<file path="config.mk">
export PLATFORM = sky130hd
export DESIGN_NAME = stall_threshold_binary_search_tuner
export DESIGN_NICKNAME = d
export VERILOG_FILES = /design/src/rtl/stbst_pkg.sv /design/src/rtl/stbst_cfg_regs.sv /design/src/rtl/stbst_seq.sv /design/src/rtl/stall_threshold_binary_search_tuner.sv
export SDC_FILE = /design/constraint.sdc
export NUM_CORES = 1
export LEC_CHECK = 0
export BUFFER_PORTS_ARGS = -buffer_cell sky130_fd_sc_hd__buf_2
export CORE_MARGIN = 1.5
export CORE_UTILIZATION = 60
export CTS_CLUSTER_DIAMETER = 40
export CTS_CLUSTER_SIZE = 24
export DETAILED_ROUTE_END_ITERATION = 7
export PLACE_DENSITY = 0.8
export SYNTH_ARGS = -nofsm -noshare
export SYNTH_HDL_FRONTEND = slang
export SYNTH_HIERARCHICAL = 1
export SYNTH_SLANG_ARGS = --single-unit
</file>
<file path="constraint.sdc">
create_clock -name aclk -period 9.81 [get_ports aclk]
set_clock_uncertainty 0.1 [all_clocks]
set_input_delay 0.981 -clock aclk [delete_from_list [all_inputs] [get_ports aclk]]
set_output_delay 0.981 -clock aclk [all_outputs]
set_load 0.02 [all_outputs]
</file>
<file path="src/rtl/stbst_pkg.sv">
// Shared types and constants for the stall threshold binary search tuner.
`default_nettype none

package stbst_pkg;

    localparam int CfgAddrWidth = 3;
    localparam int CfgDataWidth = 32;

    // Configuration register indexes.
    localparam logic [CfgAddrWidth-1:0] CFG_SETUP_POSITION    = 3'd0;
    localparam logic [CfgAddrWidth-1:0] CFG_MAX_TRAVEL_STEPS  = 3'd1;
    localparam logic [CfgAddrWidth-1:0] CFG_FALSE_STALL_STEPS = 3'd2;
    localparam logic [CfgAddrWidth-1:0] CFG_SETTLE_MS         = 3'd3;
    localparam logic [CfgAddrWidth-1:0] CFG_PAUSE_MS          = 3'd4;
    localparam logic [CfgAddrWidth-1:0] CFG_SAFETY_MARGIN     = 3'd5;

    // Search range and threshold ceiling.
    localparam logic [8:0] SEARCH_LOW  = 9'd1;
    localparam logic [8:0] SEARCH_HIGH = 9'd254;
    localparam logic [8:0] THRESH_MAX  = 9'd255;

    localparam logic FUNC_START = 1'b0;
    localparam logic FUNC_POLL  = 1'b1;

    typedef enum logic [2:0] {
        PH_IDLE     = 3'd0,
        PH_SETUP    = 3'd1,
        PH_SETTLE   = 3'd2,
        PH_ATTEMPT  = 3'd3,
        PH_BACKOFF  = 3'd4,
        PH_PAUSE    = 3'd5,
        PH_COMPLETE = 3'd6,
        PH_ERROR    = 3'd7
    } phase_t;

    typedef enum logic [1:0] {
        CMD_NONE      = 2'd0,
        CMD_MOVE      = 2'd1,
        CMD_HOMING    = 2'd2,
        CMD_STOP_MOVE = 2'd3
    } cmd_t;

    typedef struct packed {
        logic signed [31:0] setup_position;
        logic [30:0]        max_travel_steps;
        logic [30:0]        false_stall_steps;
        logic [15:0]        settle_ms;
        logic [15:0]        pause_ms;
        logic [7:0]         safety_margin;
    } cfg_t;

    typedef struct packed {
        logic               func;
        logic [31:0]        now_ms;
        logic signed [31:0] motor_position;
        logic               motor_moving;
        logic               motor_stalled;
    } item_t;

    typedef struct packed {
        cmd_t               command;
        logic signed [31:0] target_position;
        logic [7:0]         trial_threshold;
        phase_t             phase;
        logic [7:0]         recommended;
        logic               recommended_valid;
        logic [3:0]         attempt_count;
    } result_t;

endpackage

`default_nettype wire

</file>
<file path="src/rtl/stbst_cfg_regs.sv">
// Configuration register bank written through the plain write port.
`default_nettype none

module stbst_cfg_regs
    import stbst_pkg::*;
(
    input  wire logic                    aclk,
    input  wire logic                    aresetn,
    input  wire logic                    cfg_we,
    input  wire logic [CfgAddrWidth-1:0] cfg_addr,
    input  wire logic [CfgDataWidth-1:0] cfg_wdata,
    output cfg_t                         cfg
);

    cfg_t cfg_reg;

    always_ff @(posedge aclk) begin
        if (!aresetn) begin
            cfg_reg <= '0;
        end else if (cfg_we) begin
            case (cfg_addr)
                CFG_SETUP_POSITION:    cfg_reg.setup_position    <= cfg_wdata;
                CFG_MAX_TRAVEL_STEPS:  cfg_reg.max_travel_steps  <= cfg_wdata[30:0];
                CFG_FALSE_STALL_STEPS: cfg_reg.false_stall_steps <= cfg_wdata[30:0];
                CFG_SETTLE_MS:         cfg_reg.settle_ms         <= cfg_wdata[15:0];
                CFG_PAUSE_MS:          cfg_reg.pause_ms          <= cfg_wdata[15:0];
                CFG_SAFETY_MARGIN:     cfg_reg.safety_margin     <= cfg_wdata[7:0];
                // Other addresses, such as the homing speed, are ignored.
                default: ;
            endcase
        end
    end

    assign cfg = cfg_reg;

endmodule

`default_nettype wire

</file>
<file path="src/rtl/stbst_seq.sv">
// Phase sequencer and search state: one item is stepped per enabled cycle.
`default_nettype none

module stbst_seq
    import stbst_pkg::*;
(
    input  wire logic  aclk,
    input  wire logic  aresetn,
    input  wire cfg_t  cfg,
    input  wire logic  step_en,
    input  wire item_t item,
    output result_t    res
);

    phase_t      phase_reg, phase_next;
    logic [31:0] phase_start_reg, phase_start_next;
    logic [8:0]  low_bound_reg, low_bound_next;
    logic [8:0]  high_bound_reg, high_bound_next;
    logic [7:0]  midpoint_reg, midpoint_next;
    logic [7:0]  best_reg, best_next;
    logic        best_valid_reg, best_valid_next;
    logic [3:0]  attempts_reg, attempts_next;
    logic [31:0] att_start_reg, att_start_next;

    logic [31:0] elapsed;
    logic [9:0]  bound_sum;
    logic [7:0]  mid_calc;
    logic [3:0]  att_inc;
    logic [32:0] pos_diff;
    logic [32:0] travel_wide;
    logic [31:0] travel;
    logic        travel_limit;
    logic        false_stall;
    logic [8:0]  rec_sum;
    cmd_t        cmd;
    logic [31:0] target;
    logic [7:0]  trial;

    assign elapsed   = item.now_ms - phase_start_reg;
    assign bound_sum = {1'b0, low_bound_reg} + {1'b0, high_bound_reg};
    assign mid_calc  = bound_sum[8:1];
    assign att_inc   = (attempts_reg == 4'hF) ? attempts_reg : attempts_reg + 4'd1;

    // Travel is the exact distance from the attempt start, up to 2^32-1.
    assign pos_diff     = {item.motor_position[31], item.motor_position}
                        - {att_start_reg[31], att_start_reg};
    assign travel_wide  = pos_diff[32] ? (33'd0 - pos_diff) : pos_diff;
    assign travel       = travel_wide[31:0];
    assign travel_limit = travel >= {1'b0, cfg.max_travel_steps};
    assign false_stall  = travel <= {1'b0, cfg.false_stall_steps};

    always_comb begin
        phase_next       = phase_reg;
        phase_start_next = phase_start_reg;
        low_bound_next   = low_bound_reg;
        high_bound_next  = high_bound_reg;
        midpoint_next    = midpoint_reg;
        best_next        = best_reg;
        best_valid_next  = best_valid_reg;
        attempts_next    = attempts_reg;
        att_start_next   = att_start_reg;
        cmd              = CMD_NONE;
        target           = '0;
        trial            = '0;

        if (item.func == FUNC_START) begin
            low_bound_next   = SEARCH_LOW;
            high_bound_next  = SEARCH_HIGH;
            best_valid_next  = 1'b0;
            best_next        = '0;
            attempts_next    = '0;
            cmd              = CMD_MOVE;
            target           = cfg.setup_position;
            phase_next       = PH_SETUP;
            phase_start_next = item.now_ms;
        end else begin
            case (phase_reg)
                PH_SETUP: begin
                    if (!item.motor_moving) begin
                        cmd              = CMD_HOMING;
                        trial            = mid_calc;
                        att_start_next   = item.motor_position;
                        midpoint_next    = mid_calc;
                        attempts_next    = att_inc;
                        phase_next       = PH_SETTLE;
                        phase_start_next = item.now_ms;
                    end
                end
                PH_SETTLE: begin
                    if (elapsed >= {16'd0, cfg.settle_ms}) begin
                        phase_next       = PH_ATTEMPT;
                        phase_start_next = item.now_ms;
                    end
                end
                PH_ATTEMPT: begin
                    if (item.motor_stalled || travel_limit) begin
                        if (!item.motor_stalled) begin
                            low_bound_next = {1'b0, midpoint_reg} + 9'd1;
                        end else if (false_stall) begin
                            high_bound_next = {1'b0, midpoint_reg} - 9'd1;
                        end else begin
                            best_next       = midpoint_reg;
                            best_valid_next = 1'b1;
                            high_bound_next = {1'b0, midpoint_reg} - 9'd1;
                        end
                        cmd              = CMD_STOP_MOVE;
                        target           = att_start_reg;
                        phase_next       = PH_BACKOFF;
                        phase_start_next = item.now_ms;
                    end
                end
                PH_BACKOFF: begin
                    if (!item.motor_moving) begin
                        phase_next       = PH_PAUSE;
                        phase_start_next = item.now_ms;
                    end
                end
                PH_PAUSE: begin
                    if (elapsed >= {16'd0, cfg.pause_ms}) begin
                        if (low_bound_reg > high_bound_reg) begin
                            phase_next       = best_valid_reg ? PH_COMPLETE : PH_ERROR;
                            phase_start_next = item.now_ms;
                        end else begin
                            cmd              = CMD_HOMING;
                            trial            = mid_calc;
                            att_start_next   = item.motor_position;
                            midpoint_next    = mid_calc;
                            attempts_next    = att_inc;
                            phase_next       = PH_SETTLE;
                            phase_start_next = item.now_ms;
                        end
                    end
                end
                default: ;
            endcase
        end
    end

    always_ff @(posedge aclk) begin
        if (!aresetn) begin
            phase_reg       <= PH_IDLE;
            phase_start_reg <= '0;
            low_bound_reg   <= SEARCH_LOW;
            high_bound_reg  <= SEARCH_HIGH;
            midpoint_reg    <= '0;
            best_reg        <= '0;
            best_valid_reg  <= 1'b0;
            attempts_reg    <= '0;
            att_start_reg   <= '0;
        end else if (step_en) begin
            phase_reg       <= phase_next;
            phase_start_reg <= phase_start_next;
            low_bound_reg   <= low_bound_next;
            high_bound_reg  <= high_bound_next;
            midpoint_reg    <= midpoint_next;
            best_reg        <= best_next;
            best_valid_reg  <= best_valid_next;
            attempts_reg    <= attempts_next;
            att_start_reg   <= att_start_next;
        end
    end

    assign rec_sum = {1'b0, best_next} + {1'b0, cfg.safety_margin};

    always_comb begin
        res.command           = cmd;
        res.target_position   = target;
        res.trial_threshold   = trial;
        res.phase             = phase_next;
        res.recommended_valid = best_valid_next;
        res.attempt_count     = attempts_next;
        if (!best_valid_next) begin
            res.recommended = '0;
        end else if (rec_sum > THRESH_MAX) begin
            res.recommended = THRESH_MAX[7:0];
        end else begin
            res.recommended = rec_sum[7:0];
        end
    end

endmodule

`default_nettype wire

</file>
<file path="src/rtl/stall_threshold_binary_search_tuner.sv">
// Stall threshold tuner top level: input register, sequencer, result register.
//
// The host writes the configuration registers through cfg_we/cfg_addr/cfg_wdata
// while the tuner is idle. It then sends a start item (s_tuser = 0) followed by
// poll items (s_tuser = 1) carrying the time, motor position and motor flags.
// Every item produces exactly one result item on the m_ channel: the motor
// command to issue (m_tuser), its target or trial threshold, the phase after
// the item, the recommendation and the attempt count.
// An accepted item is held in the input register until it is stepped; the
// sequencer then updates its search state and loads the result register at
// the same edge.
// One item is taken per cycle while results drain; the sequencer computes
// the new phase and bounds combinationally, which allows that rate.
// When the receiver holds m_tready low the result register keeps its item and
// the input register fills; s_tready falls only when both are occupied.
// Reset (aresetn low, synchronous) empties both registers, clears the
// configuration to zero and returns the sequencer to idle with bounds 1..254.
`default_nettype none

module stall_threshold_binary_search_tuner
    import stbst_pkg::*;
(
    input  wire logic                    aclk,
    input  wire logic                    aresetn,
    input  wire logic                    cfg_we,
    input  wire logic [CfgAddrWidth-1:0] cfg_addr,
    input  wire logic [CfgDataWidth-1:0] cfg_wdata,
    input  wire logic                    s_tvalid,
    output logic                         s_tready,
    // [31:0] now_ms, [63:32] motor_position, [64] motor_moving,
    // [65] motor_stalled, [71:66] zero
    input  wire logic [71:0]             s_tdata,
    // [0] func
    input  wire logic                    s_tuser,
    output logic                         m_tvalid,
    input  wire logic                    m_tready,
    // [31:0] target_position, [39:32] trial_threshold, [42:40] phase,
    // [50:43] recommended, [51] recommended_valid, [55:52] attempt_count
    output logic [55:0]                  m_tdata,
    // [1:0] command
    output logic [1:0]                   m_tuser
);

    cfg_t    cfg;
    item_t   in_item_reg;
    logic    in_valid_reg;
    result_t step_res;
    result_t out_res_reg;
    logic    out_valid_reg;
    logic    step_en;

    stbst_cfg_regs u_cfg_regs (
        .aclk      (aclk),
        .aresetn   (aresetn),
        .cfg_we    (cfg_we),
        .cfg_addr  (cfg_addr),
        .cfg_wdata (cfg_wdata),
        .cfg       (cfg)
    );

    // The held item is stepped whenever the result register is free or draining.
    assign step_en  = in_valid_reg && (!out_valid_reg || m_tready);
    assign s_tready = !in_valid_reg || step_en;

    always_ff @(posedge aclk) begin
        if (!aresetn) begin
            in_valid_reg <= 1'b0;
        end else if (s_tready) begin
            in_valid_reg <= s_tvalid;
        end
    end

    always_ff @(posedge aclk) begin
        if (s_tready && s_tvalid) begin
            in_item_reg.func           <= s_tuser;
            in_item_reg.now_ms         <= s_tdata[31:0];
            in_item_reg.motor_position <= s_tdata[63:32];
            in_item_reg.motor_moving   <= s_tdata[64];
            in_item_reg.motor_stalled  <= s_tdata[65];
        end
    end

    stbst_seq u_seq (
        .aclk    (aclk),
        .aresetn (aresetn),
        .cfg     (cfg),
        .step_en (step_en),
        .item    (in_item_reg),
        .res     (step_res)
    );

    always_ff @(posedge aclk) begin
        if (!aresetn) begin
            out_valid_reg <= 1'b0;
        end else if (!out_valid_reg || m_tready) begin
            out_valid_reg <= in_valid_reg;
        end
    end

    always_ff @(posedge aclk) begin
        if (step_en) begin
            out_res_reg <= step_res;
        end
    end

    assign m_tvalid = out_valid_reg;
    assign m_tuser  = out_res_reg.command;
    assign m_tdata  = {out_res_reg.attempt_count,
                       out_res_reg.recommended_valid,
                       out_res_reg.recommended,
                       out_res_reg.phase,
                       out_res_reg.trial_threshold,
                       out_res_reg.target_position};

`ifndef SYNTHESIS
    // A trial threshold is always inside the search range.
    assert property (@(posedge aclk) disable iff (!aresetn)
        (out_valid_reg && out_res_reg.command == CMD_HOMING)
        |-> (out_res_reg.trial_threshold != 8'd0 && out_res_reg.trial_threshold != 8'd255))
        else $error("trial threshold outside search range");

    assert property (@(posedge aclk) disable iff (!aresetn)
        (out_valid_reg && !out_res_reg.recommended_valid)
        |-> (out_res_reg.recommended == 8'd0))
        else $error("recommendation given without a real stall");

    // A stop-and-return command always leaves the sequencer backing off.
    assert property (@(posedge aclk) disable iff (!aresetn)
        (out_valid_reg && out_res_reg.command == CMD_STOP_MOVE)
        |-> (out_res_reg.phase == PH_BACKOFF))
        else $error("stop command outside back-off");

    // A held item that cannot be stepped is not dropped.
    assert property (@(posedge aclk) disable iff (!aresetn)
        (in_valid_reg && !step_en) |=> in_valid_reg)
        else $error("input item lost while result stalled");
`endif

endmodule

`default_nettype wire

</file>
---- After elaboration in Yosys (flattened, before gate mapping) ----
Index checks and enable logic that the tools add are counted.
storage, ports and cells
  bits in registers ....................... 367
  input bits .............................. 113
  output and inout bits ................... 60
  logic and storage cells ................. 147
cells by class
  add/subtract/negate cells ............... 8
  order comparisons ....................... 6
  eq/ne operators ......................... 23
  mux-type cells .......................... 61
  reduce and logical (&&, ||, !) cells .... 20
operators with widths
  cell                   number
  $mux 32                12
  $pmux 32 s4            1
  $mux 8                 12
  $mux 9                 8
  $ge 32x16->1           2
  $pmux 32 s2            1
  $sub 32x32->33         1
  $ge 32x31->1           1
  $le 32x31->1           1
  $pmux 8 s2             2
  $sub 1x32->32 const A  1
  $sub 32x32->32         1
  $mux 3                 7
  $mux 4                 5
  $pmux 3 s5             1
  $eq 3x2->1 const B     4
  $eq 3x3->1 const B     4
  $reduce_and 2->1       6
  $reduce_and 6->1       2
  $add 8x1->9 const B    1
  $add 8x8->9            1
  $add 9x9->9            1
  $gt 9x8->1 const B     1
  $gt 9x9->1             1
  20 further kinds       41

---- Logic depth before layout (Yosys ltp) ----
Gate-level depths: netlist of run 1.
  depth after elaboration ................. 12
  gate-level depth with buffers ........... 40
  depth with buffers taken out ............ 39

---- Cells and area by module ----
The synthesis of run 1 kept the hierarchy.
modules (own cells, without submodules)
  module                               times used  cells each  area an instance (sq um)
  stbst_seq                            1           1,851       13,466.7
  stbst_cfg_regs                       1           474         4,936.0
  stall_threshold_binary_search_tuner  1           134         3,857.4

---- Worst setup path after synthesis of run 1 ----
Ideal clock, no wire load.
  path kind ............................... reg-to-reg
  start point ............................. register in_item_reg[2] in the netlist's numbering
  end point ............................... register out_res_reg (netlist bit m_tdata[45]), data pin
  setup time .............................. 0.270 ns
  data arrival time ....................... 7.521 ns
  data required time ...................... 9.440 ns
  slack ................................... 1.919 ns
  stages on the path, launching flop included .. 38
  buffers on the path ..................... 1
  period minus slack after synthesis ...... 7.891 ns
  path through ............................ edfxtp_1 -> inv_1 -> ha_1 -> fa_1 -> nor2b_4 -> o31ai_2 -> a2111oi_1 -> nor2_1 -> xnor2_1 -> a2111o_1 -> nor3_1 -> nand2_1 -> or2_2 -> o41ai_1 -> xor2_1 -> ha_1 -> a21o_1 -> a21o_1 -> (+2 left out) -> o41ai_1 -> nor3_1 -> nor4b_1 -> a211oi_4 -> buf_6 -> mux2i_1 -> nor2_1 -> ha_1 -> fa_1 -> a21oi_1 -> nor2_1 -> nor2_1 -> o21bai_1 -> a21oi_1 -> nor2b_1 -> o21a_1 -> nor2_1 -> a21oi_1
between the ends
  word-level cells in the longest chain between the ends .. 12
  elaborated cells between the ends (all ways) .. 19
  classes of those cells .................. add/sub (3); order compare (3); mux (12); reduce/logical (1)
ends and longest elaborated chain
  item                    line                                        text
  start, declared         stall_threshold_binary_search_tuner.sv:45   item_t in_item_reg;
  $sub 32x32->33 (*)      stbst_seq.sv:46                             - {att_start_reg[31], att_start_reg};
  $sub 1x32->32           stbst_seq.sv:47                             assign travel_wide = pos_diff[32] ? (33'd0 - pos_diff) : pos_diff;
  $mux 32 (*)             stbst_seq.sv:47
  $le 32x31->1            stbst_seq.sv:50                             assign false_stall = travel <= {1'b0, cfg.false_stall_steps};
  $mux 8                  stbst_seq.sv:99                             end else if (false_stall) begin
  $mux 8                  stbst_seq.sv:97                             if (!item.motor_stalled) begin
  $mux 8 (*)              stbst_seq.sv:96                             if (item.motor_stalled || travel_limit) begin
  $mux 8 (*)              stbst_seq.sv:77                             case (phase_reg)
  $mux 8 (*)              stbst_seq.sv:66                             if (item.func == FUNC_START) begin
  net u_seq.best_next[0]  stbst_seq.sv:20                             logic [7:0] best_reg, best_next;
  $add 8x8->9 (*)         stbst_seq.sv:163                            assign rec_sum = {1'b0, best_next} + {1'b0, cfg.safety_margin};
  $gt 9x8->1              stbst_seq.sv:174                            end else if (rec_sum > THRESH_MAX) begin
  $mux 8 (*)              stbst_seq.sv:174
  end signal, assigned    stall_threshold_binary_search_tuner.sv:102  out_res_reg <= step_res;
  end, declared           stall_threshold_binary_search_tuner.sv:48   result_t out_res_reg;
The timed path passes the listed nets; every way through them passes the cells marked *.
A chain may end at the register's enable or synchronous reset.

---- Worst setup path after layout of run 1 ----
  start point ............................. register in_item_reg[2] in the netlist's numbering
  end point ............................... register out_res_reg (netlist bit m_tdata[45]), data pin
between the ends
  word-level cells in the longest chain between the ends .. 12
  elaborated cells between the ends (all ways) .. 19
  classes of those cells .................. add/sub (3); order compare (3); mux (12); reduce/logical (1)
ends and longest elaborated chain
  item                    line
  $sub 32x32->33 (*)      stbst_seq.sv:46
  $sub 1x32->32           stbst_seq.sv:47
  $mux 32 (*)             stbst_seq.sv:47
  $le 32x31->1            stbst_seq.sv:50
  $mux 8                  stbst_seq.sv:99
  $mux 8                  stbst_seq.sv:97
  $mux 8 (*)              stbst_seq.sv:96
  $mux 8 (*)              stbst_seq.sv:77
  $mux 8 (*)              stbst_seq.sv:66
  net u_seq.best_next[3]  stbst_seq.sv:20
  $add 8x8->9 (*)         stbst_seq.sv:163
  $gt 9x8->1 (*)          stbst_seq.sv:174
  $mux 8 (*)              stbst_seq.sv:174
Marked as above.

==> reports/metrics.yaml, run 1 <==
power_and_ir_drop:
  p_leak_nw: 9.93
  power_density_nw_per_um2: 174
  peakVddDrop_v: 0.000181
synthesis:
  synthTopCellsByArea: "dfxtp_1 (22%), edfxtp_1 (17%), ha_1 (10%)"
  synthTopCellsByCount: "nand2_1 (378), dfxtp_1 (242), mux2i_1 (213)"
  syn-mean-instance-area_sq_um: 9.05
  ys_types: 95
  postSynthCellCount: 2459
  syn_nets: 2762
  syn_area_sq_um: 22300
  synth_top_area_share_pct: 21.8
  synth-seq-area-share_pct: 38.6
  synth.largest_area_cell: "dfxtp_1"
  synth_seq_cells: 367
  synth_warnings: 6
  async_flop_share_pct: 0
  synth_edf_count: 125
  synthFlopType: "dfxtp_1"
  yosysMostFrequentCell: "nand2_1"
floorplan:
  rows: 70
  fp.dieH_um: 196
  dieWidth_um: 196
  core_area_sq_um: 36500
  start_util_pct: 60.9
  dieArea_sq_um: 38300
  io_pins: 173
sta:
  worstMarginPinSlew_ns: 1.22
  finalSetupTns_ns: 0
  hold_viol_final: 0
  fmax_ghz: 0.110
  finalCritPeriodShare_pct: 92.9
  rsz0062_at_grt: "no"
  maxSlewHeadroom_pct: 16.8
  finalCriticalPeriod_ns: 9.12
  drv_slew: 0
  setup_violations: 0
clock_tree:
  insertion_delay_ns: 0.60
  h-tree-depth: 2
  cts_buffer_depth: 3
  cts.sinks: 367
  path_clk_slew_ns: 0.06
  cts_tree: "done"
  cts_root_buf: "clkbuf_16"
  ctsResizeCount: 0
  postCtsHoldBufs: 0
  cts_made_buffers: 51
  postCtsSetupBuffers: 0
drt:
  vias: 18679
  drtIter0Drc: 1559
  firstDrtPassIters: 7
  drt-wirelength-per-cell_um: 19.5
  wl_met2_um: 27000
  drcViolationCount: 0
  via_per_inst: 6.04
  wl_met1_um: 27200
  wl_um: 60100
  ant_nets: 0
  dr_wl_met3_um: 4200
  dr.max_layer_used: "met5"
layout:
  drive_above_1_share_pct: 12.0
  final_core_util_pct: 68.6
  n_antenna_cell: 0
  fin_nets: 2883
  fillers: 2856
  syn2layout_area_growth_pct: 12.6
  largest_reg_flops: 134
  stdcell_area_sq_um: 25100
  multi_input_area_sq_um: 12400
  seq_area_sq_um: 8600
critical_path:
  cp_max_fo: 17
  cp.required_ns: 10.05
  worstReg2RegStart: "in_item_reg[2]$_DFFE_PP_"
  critPathArrivalTime_ns: 9.36
  crit_start: "in_item_reg[2]$_DFFE_PP_"
  worstSetupStartpointType: "flip-flop"
  cp_slowest_cell: "nor4_1"
  crit_path_end_kind: "flip-flop"
  worstSetupPathType: "flip-flop to flip-flop"
  crit_top_cell: "nor2_1"
  critPathMaxStageDelay_ns: 0.67
global_routing:
  track_usage_pct: 31.2
  grt_overflow: 0
  antenna_found_initial: 1
  grt_pass1_wl_um: 94500
  grt_pass1_vias: 17907
  grt_start_max_net_pins: 98
place:
  dp_hpwl_um: 44100
  placed_cell_area_sq_um: 23300
  place.gp.congestion: 0.924
  io_buffers: 166
status:
  status: "complete, no violations"
min_path:
  min-delay-start: "u_cfg_regs/cfg[81]$_SDFFE_PN0P_"
  hold_class: "flip-flop to flip-flop"
run:
  drv_cap: 0
cells by family after synthesis:
logic type               count (synthesis)  share of synthesized area, %
AND/OR/NAND/NOR                        793                          16.5
AO/OA/AOI/OAI                          493                          15.1
flip-flops                             367                          38.6
buffers and inverters                  314                          5.88
multiplexers                           215                          9.68
adder cells (fa/ha/maj)                190                          10.8
XOR/XNOR                                87                          3.42
final cells by class:
cell class	count	area share, %
Inverter	199	2.98
Timing Repair Buffer	183	3.86
Sequential cell	367	34.3
Tap cell	468	2.34
Multi-Input combinational cell	1778	49.4
Clock inverter	35	1.66
Clock buffer	61	5.45
worst max-delay path, delay by kind of cell (launching register included):
kind                       cells  cell delay, ns
buffers and inverters          5            0.77
and+or+nand+nor               16            3.84
AOI/OAI and AO/OA             11            2.14
muxes                          1            0.24
adders and majority gates      4            0.97
DFF                            1            0.39
xor gates and xnor gates       1            0.38
stage by stage:
stage / cells / setup slack [ns] / hold slack, ns / power [W]
CTS: 3091 / 0.882 / 0.358 / 0.00437
global route: 3091 / 0.0932 / 0.373 / 0.00453
floorplan: 2459 / 1.92 / 0.335 / 0.00224
finish: 3091 / 0.692 / 0.359 / 0.00436
global placement: 2995 / 1.14 / 0.343 / 0.00244
detailed placement: 2995 / 0.915 / 0.347 / 0.00247
path summary, 6_finish.rpt:
check / endpoint / slack (ns) / cells past startpoint
setup / recovery: m_tdata[45]$_DFFE_PP_ / 0.69 / 38
hold / removal: u_cfg_regs/cfg[81]$_SDFFE_PN0P_ / 0.36 / 2
setup reg to reg: m_tdata[45]$_DFFE_PP_ / 0.69 / 38
hold reg to reg: u_cfg_regs/cfg[81]$_SDFFE_PN0P_ / 0.36 / 2
metal layers:
| metal | up-vias | GRT usage, % |
|---|---|---|
| li1 | 8981 | - |
| met1 | 8970 | 43.2 |
| met2 | 615 | 49.2 |
| met3 | 111 | 5.47 |
| met4 | 2 | 10.9 |
| met5 | - | 0 |
where the power goes:
group	internal (W)	switching [W]	total, W
Sequential	0.00163	0.0000347	0.00166
Combinational	0.000297	0.000502	0.000798
Clock	0.00114	0.000767	0.00190
Total	0.00306	0.00130	0.00436
cells in the final DEF (no fill, tap or decap), drive strengths merged, types with 32 or more instances in the layout:
cell	synthesis	layout
o21a	36	36
o21ai	91	91
xor2	41	41
nor3	34	34
nand4	43	43
dfxtp	242	242
clkbuf	69	62
edfxtp	125	125
inv	198	216
nand3	58	58
a21oi	128	128
mux2i	213	213
nand2	378	378
nor2	154	154
xnor2	46	46
a21o	41	41
buf	46	182
o2bb2ai	32	32
ha	186	186
Power figures use the tool's default switching activity.
==> run 2, diff against run 1 <==
==> constraint.sdc (replaced) <==
create_clock -name aclk -period 9.7 [get_ports aclk]
set_clock_uncertainty 0.1 [all_clocks]
set_input_delay 0.97 -clock aclk [delete_from_list [all_inputs] [get_ports aclk]]
set_output_delay 0.97 -clock aclk [all_outputs]
set_load 0.02 [all_outputs]
==> run 2 against run 1 <==
Net effect: clock power down 4%; fmax down 0.33%; sequential cell count unchanged; worst setup slack worse by 0.14 ns; first-iteration DRC count down 2.8%; utilization down 0.33 points; worst hold slack worse by 0.0016 ns; combinational power about the same; global-route usage down 0.81 points; power down 1.2%; non-clock buffer count down 2; count of clock-buffer cells in the layout down 4; highest routed layer is now met4.
==> reports/metrics.yaml, run 2 (synthesis gave the netlist of run 1 again) <==
sta:
  fin_hold_ws_ns: 0.357  # -0.00165 ns
  rsz0062_at_grt: "no"
  finalCritPeriodShare_pct: 94.3  # +1.4 points
  fmax_ghz: 0.109  # -0.33%
  finalCriticalPeriod_ns: 9.15  # +0.0305 ns
  worstMarginPinSlew_ns: 1.24  # +0.0217 ns
  maxSlewHeadroom_pct: 17.4  # +0.65 points
  finalSetupTns_ns: 0  # unchanged
  drv_slew: 0  # unchanged
  setup_violations: 0  # unchanged
  hold_viol_final: 0  # unchanged
layout:
  n_antenna_cell: 0  # unchanged
  drive_above_1_share_pct: 11.8  # -0.25 points
  syn2layout_area_growth_pct: 12.1
  layout_common_cells: "nand2_1 (378), dfxtp_1 (242), mux2i_1 (213), inv_1 (196), ha_1 (186)"
  layout_commonest_cell: "nand2_1"
  fin_nets: 2881  # -0.069%
  fillers: 2838  # -0.63%
  largest_reg_flops: 134  # unchanged
run:
  drv_cap: 0  # unchanged
clock_tree:
  cts.sinks: 367  # unchanged
  cts_root_buf: "clkbuf_16"
  cts_tree: "done"
  postCtsSetupBuffers: 0  # unchanged
  cts_made_buffers: 51  # unchanged
  path_clk_slew_ns: 0.06  # about the same
  ctsResizeCount: 0  # unchanged
  insertion_delay_ns: 0.59  # about the same
  cts_buffer_depth: 3  # unchanged
  h-tree-depth: 2  # unchanged
  postCtsHoldBufs: 0  # unchanged
critical_path:
  crit_path_end_kind: "flip-flop"
  r2r_end: "m_tdata[47]$_DFFE_PP_"
  reg2reg_depth: 35  # -7.9%
  reg2reg_slack_ns: 0.55  # -0.14 ns
  cp_top_family: "simple AND/OR/NAND/NOR gates"
  worstSetupStartpointType: "flip-flop"
  worstSetupPathType: "flip-flop to flip-flop"
  worstReg2RegStart: "in_item_reg[2]$_DFFE_PP_"
  critPathMaxStageDelay_ns: 0.59  # -0.08 ns
  cp.required_ns: 9.90  # -0.15 ns
  path_buf_inv: 2  # -3
  cp_slowest_cell: "nor4b_1"
  cp_max_fo: 22  # +5
  critPathArrivalTime_ns: 9.35  # about the same
  crit_top_cell: "nor2_1"
  worst-path-stages: 35  # -7.9%
drt:
  via_per_inst: 6.02  # -0.44%
  drt-wirelength-per-cell_um: 19.0  # -2.2%
  vias: 18573  # -0.57%
  ant_nets: 0  # unchanged
  drcViolationCount: 0  # unchanged
  wl_um: 58800  # -2.3%
  drtIter0Drc: 1515  # -2.8%
  firstDrtPassIters: 7  # unchanged
floorplan:
  fp.dieH_um: 196  # unchanged
  io_pins: 173  # unchanged
  dieWidth_um: 196  # unchanged
  rows: 70  # unchanged
  core_area_sq_um: 36500  # unchanged
  dieArea_sq_um: 38300  # unchanged
  start_util_pct: 60.9  # unchanged
global_routing:
  grt_start_max_net_pins: 115  # +17%
  grt_overflow: 0  # unchanged
  grt_pass1_wl_um: 92800  # -1.8%
  antenna_found_initial: 0  # -1
  top_usage_layer: "met2"
  gr-usage-met1_pct: 41.4  # -1.8 points
  use_met3_pct: 4.87  # -0.60 points
  track_usage_pct: 30.4  # -0.81 points
  grtUsageMet2_pct: 48.8  # -0.33 points
  grt_pass1_vias: 17791  # -0.65%
place:
  place.gp.congestion: 0.977  # +5.6%
  dp_hpwl_um: 42900  # -2.6%
  io_buffers: 166  # unchanged
min_path:
  min_to: "u_seq/phase_start_reg[6]$_SDFFE_PN0P_"
  hold_class: "flip-flop to flip-flop"
  whs_path_depth: 2  # unchanged
  min-delay-start: "u_seq/phase_start_reg[6]$_SDFFE_PN0P_"
power_and_ir_drop:
  p_leak_nw: 9.87  # -0.54%
  p_comb_share_pct: 18.5  # +0.2 points
  sequentialPowerShare_pct: 39.0  # +0.9 points
  power_density_nw_per_um2: 173  # -0.76%
  p_clk_share_pct: 42.5  # -1.1 points
  swShare_pct: 28.9  # -1.0 points
  internal_power_w: 0.00307  # +0.21%
  power.switching_w: 0.00124  # -4.6%
  peakVddDrop_v: 0.000158  # -13%
status:
  status: "complete, no violations"
run 2: cell count changes in the layout (fill, tap and decap cells not counted), sizes merged:
cell	delta
buf	-2
bufinv	+1
clkbuf	-4
clkinv	+11
clkinvlp	+1
inv	-11
run 2: power groups by stage:
| stage | Clock [W] | Combinational [W] | Sequential [W] |
|---|---|---|---|
| detailed placement | 0 | 0.000773 | 0.00171 |
| finish | 0.00183 | 0.000797 | 0.00168 |
| CTS | 0.00186 | 0.000781 | 0.00168 |
| global route | 0.00192 | 0.000880 | 0.00169 |
| global placement | 0 | 0.000743 | 0.00171 |
| floorplan | 0 | 0.000549 | 0.00172 |
run 2: how the worst max path moves through the flow:
| stage | from | end | slack (ns) |
|---|---|---|---|
| CTS | in_item_reg[2]$_DFFE_PP_ | m_tdata[47]$_DFFE_PP_ | 0.74 |
| global route | in_item_reg[2]$_DFFE_PP_ | m_tdata[47]$_DFFE_PP_ | 0.15 |
| global placement | in_item_reg[2]$_DFFE_PP_ | m_tdata[47]$_DFFE_PP_ | 1.09 |
| finish | in_item_reg[2]$_DFFE_PP_ | m_tdata[47]$_DFFE_PP_ | 0.55 |
| detailed placement | in_item_reg[2]$_DFFE_PP_ | m_tdata[47]$_DFFE_PP_ | 0.86 |
| floorplan | in_item_reg[2]$_DFFE_PP_ | m_tdata[45]$_DFFE_PP_ | 1.81 |
run 2: cell type report:
cell class	instances	area (sq um)	share of cell area (%)
clock buffers	57	1320	5.29
clock inverters	37	359	1.44
inverters	199	747	2.99
multi-input cells	1778	12400	49.7
flip-flops and latches	367	8600	34.5
well taps	468	586	2.35
repair buffers	181	952	3.82
run 2: worst min-delay path: cells and delay by family, from the launching register on:
family           cells  cell delay (ns)
flip-flops           1             0.30
AND/OR/NAND/NOR      1             0.05
multiplexers         1             0.05
run 2: per-stage QoR:
stage	setup slack (ns)	utilization, %	power [W]	area, sq um	instances
2_1_floorplan	1.81	-	0.00226	22300	2459
3_3_place_gp	1.09	63.7	0.00245	23300	2993
3_5_place_dp	0.864	63.7	0.00249	23300	2993
4_1_cts	0.743	68.3	0.00432	25000	3087
5_1_grt	0.146	68.3	0.00449	25000	3087
6_report	0.552	68.3	0.00431	25000	3087
run 2: layer usage:
metal,part of all wire (%),wire (um)
met1,45,26300
met3,6.4,3770
met2,46,26800
met5,0,0
met4,3.2,1890
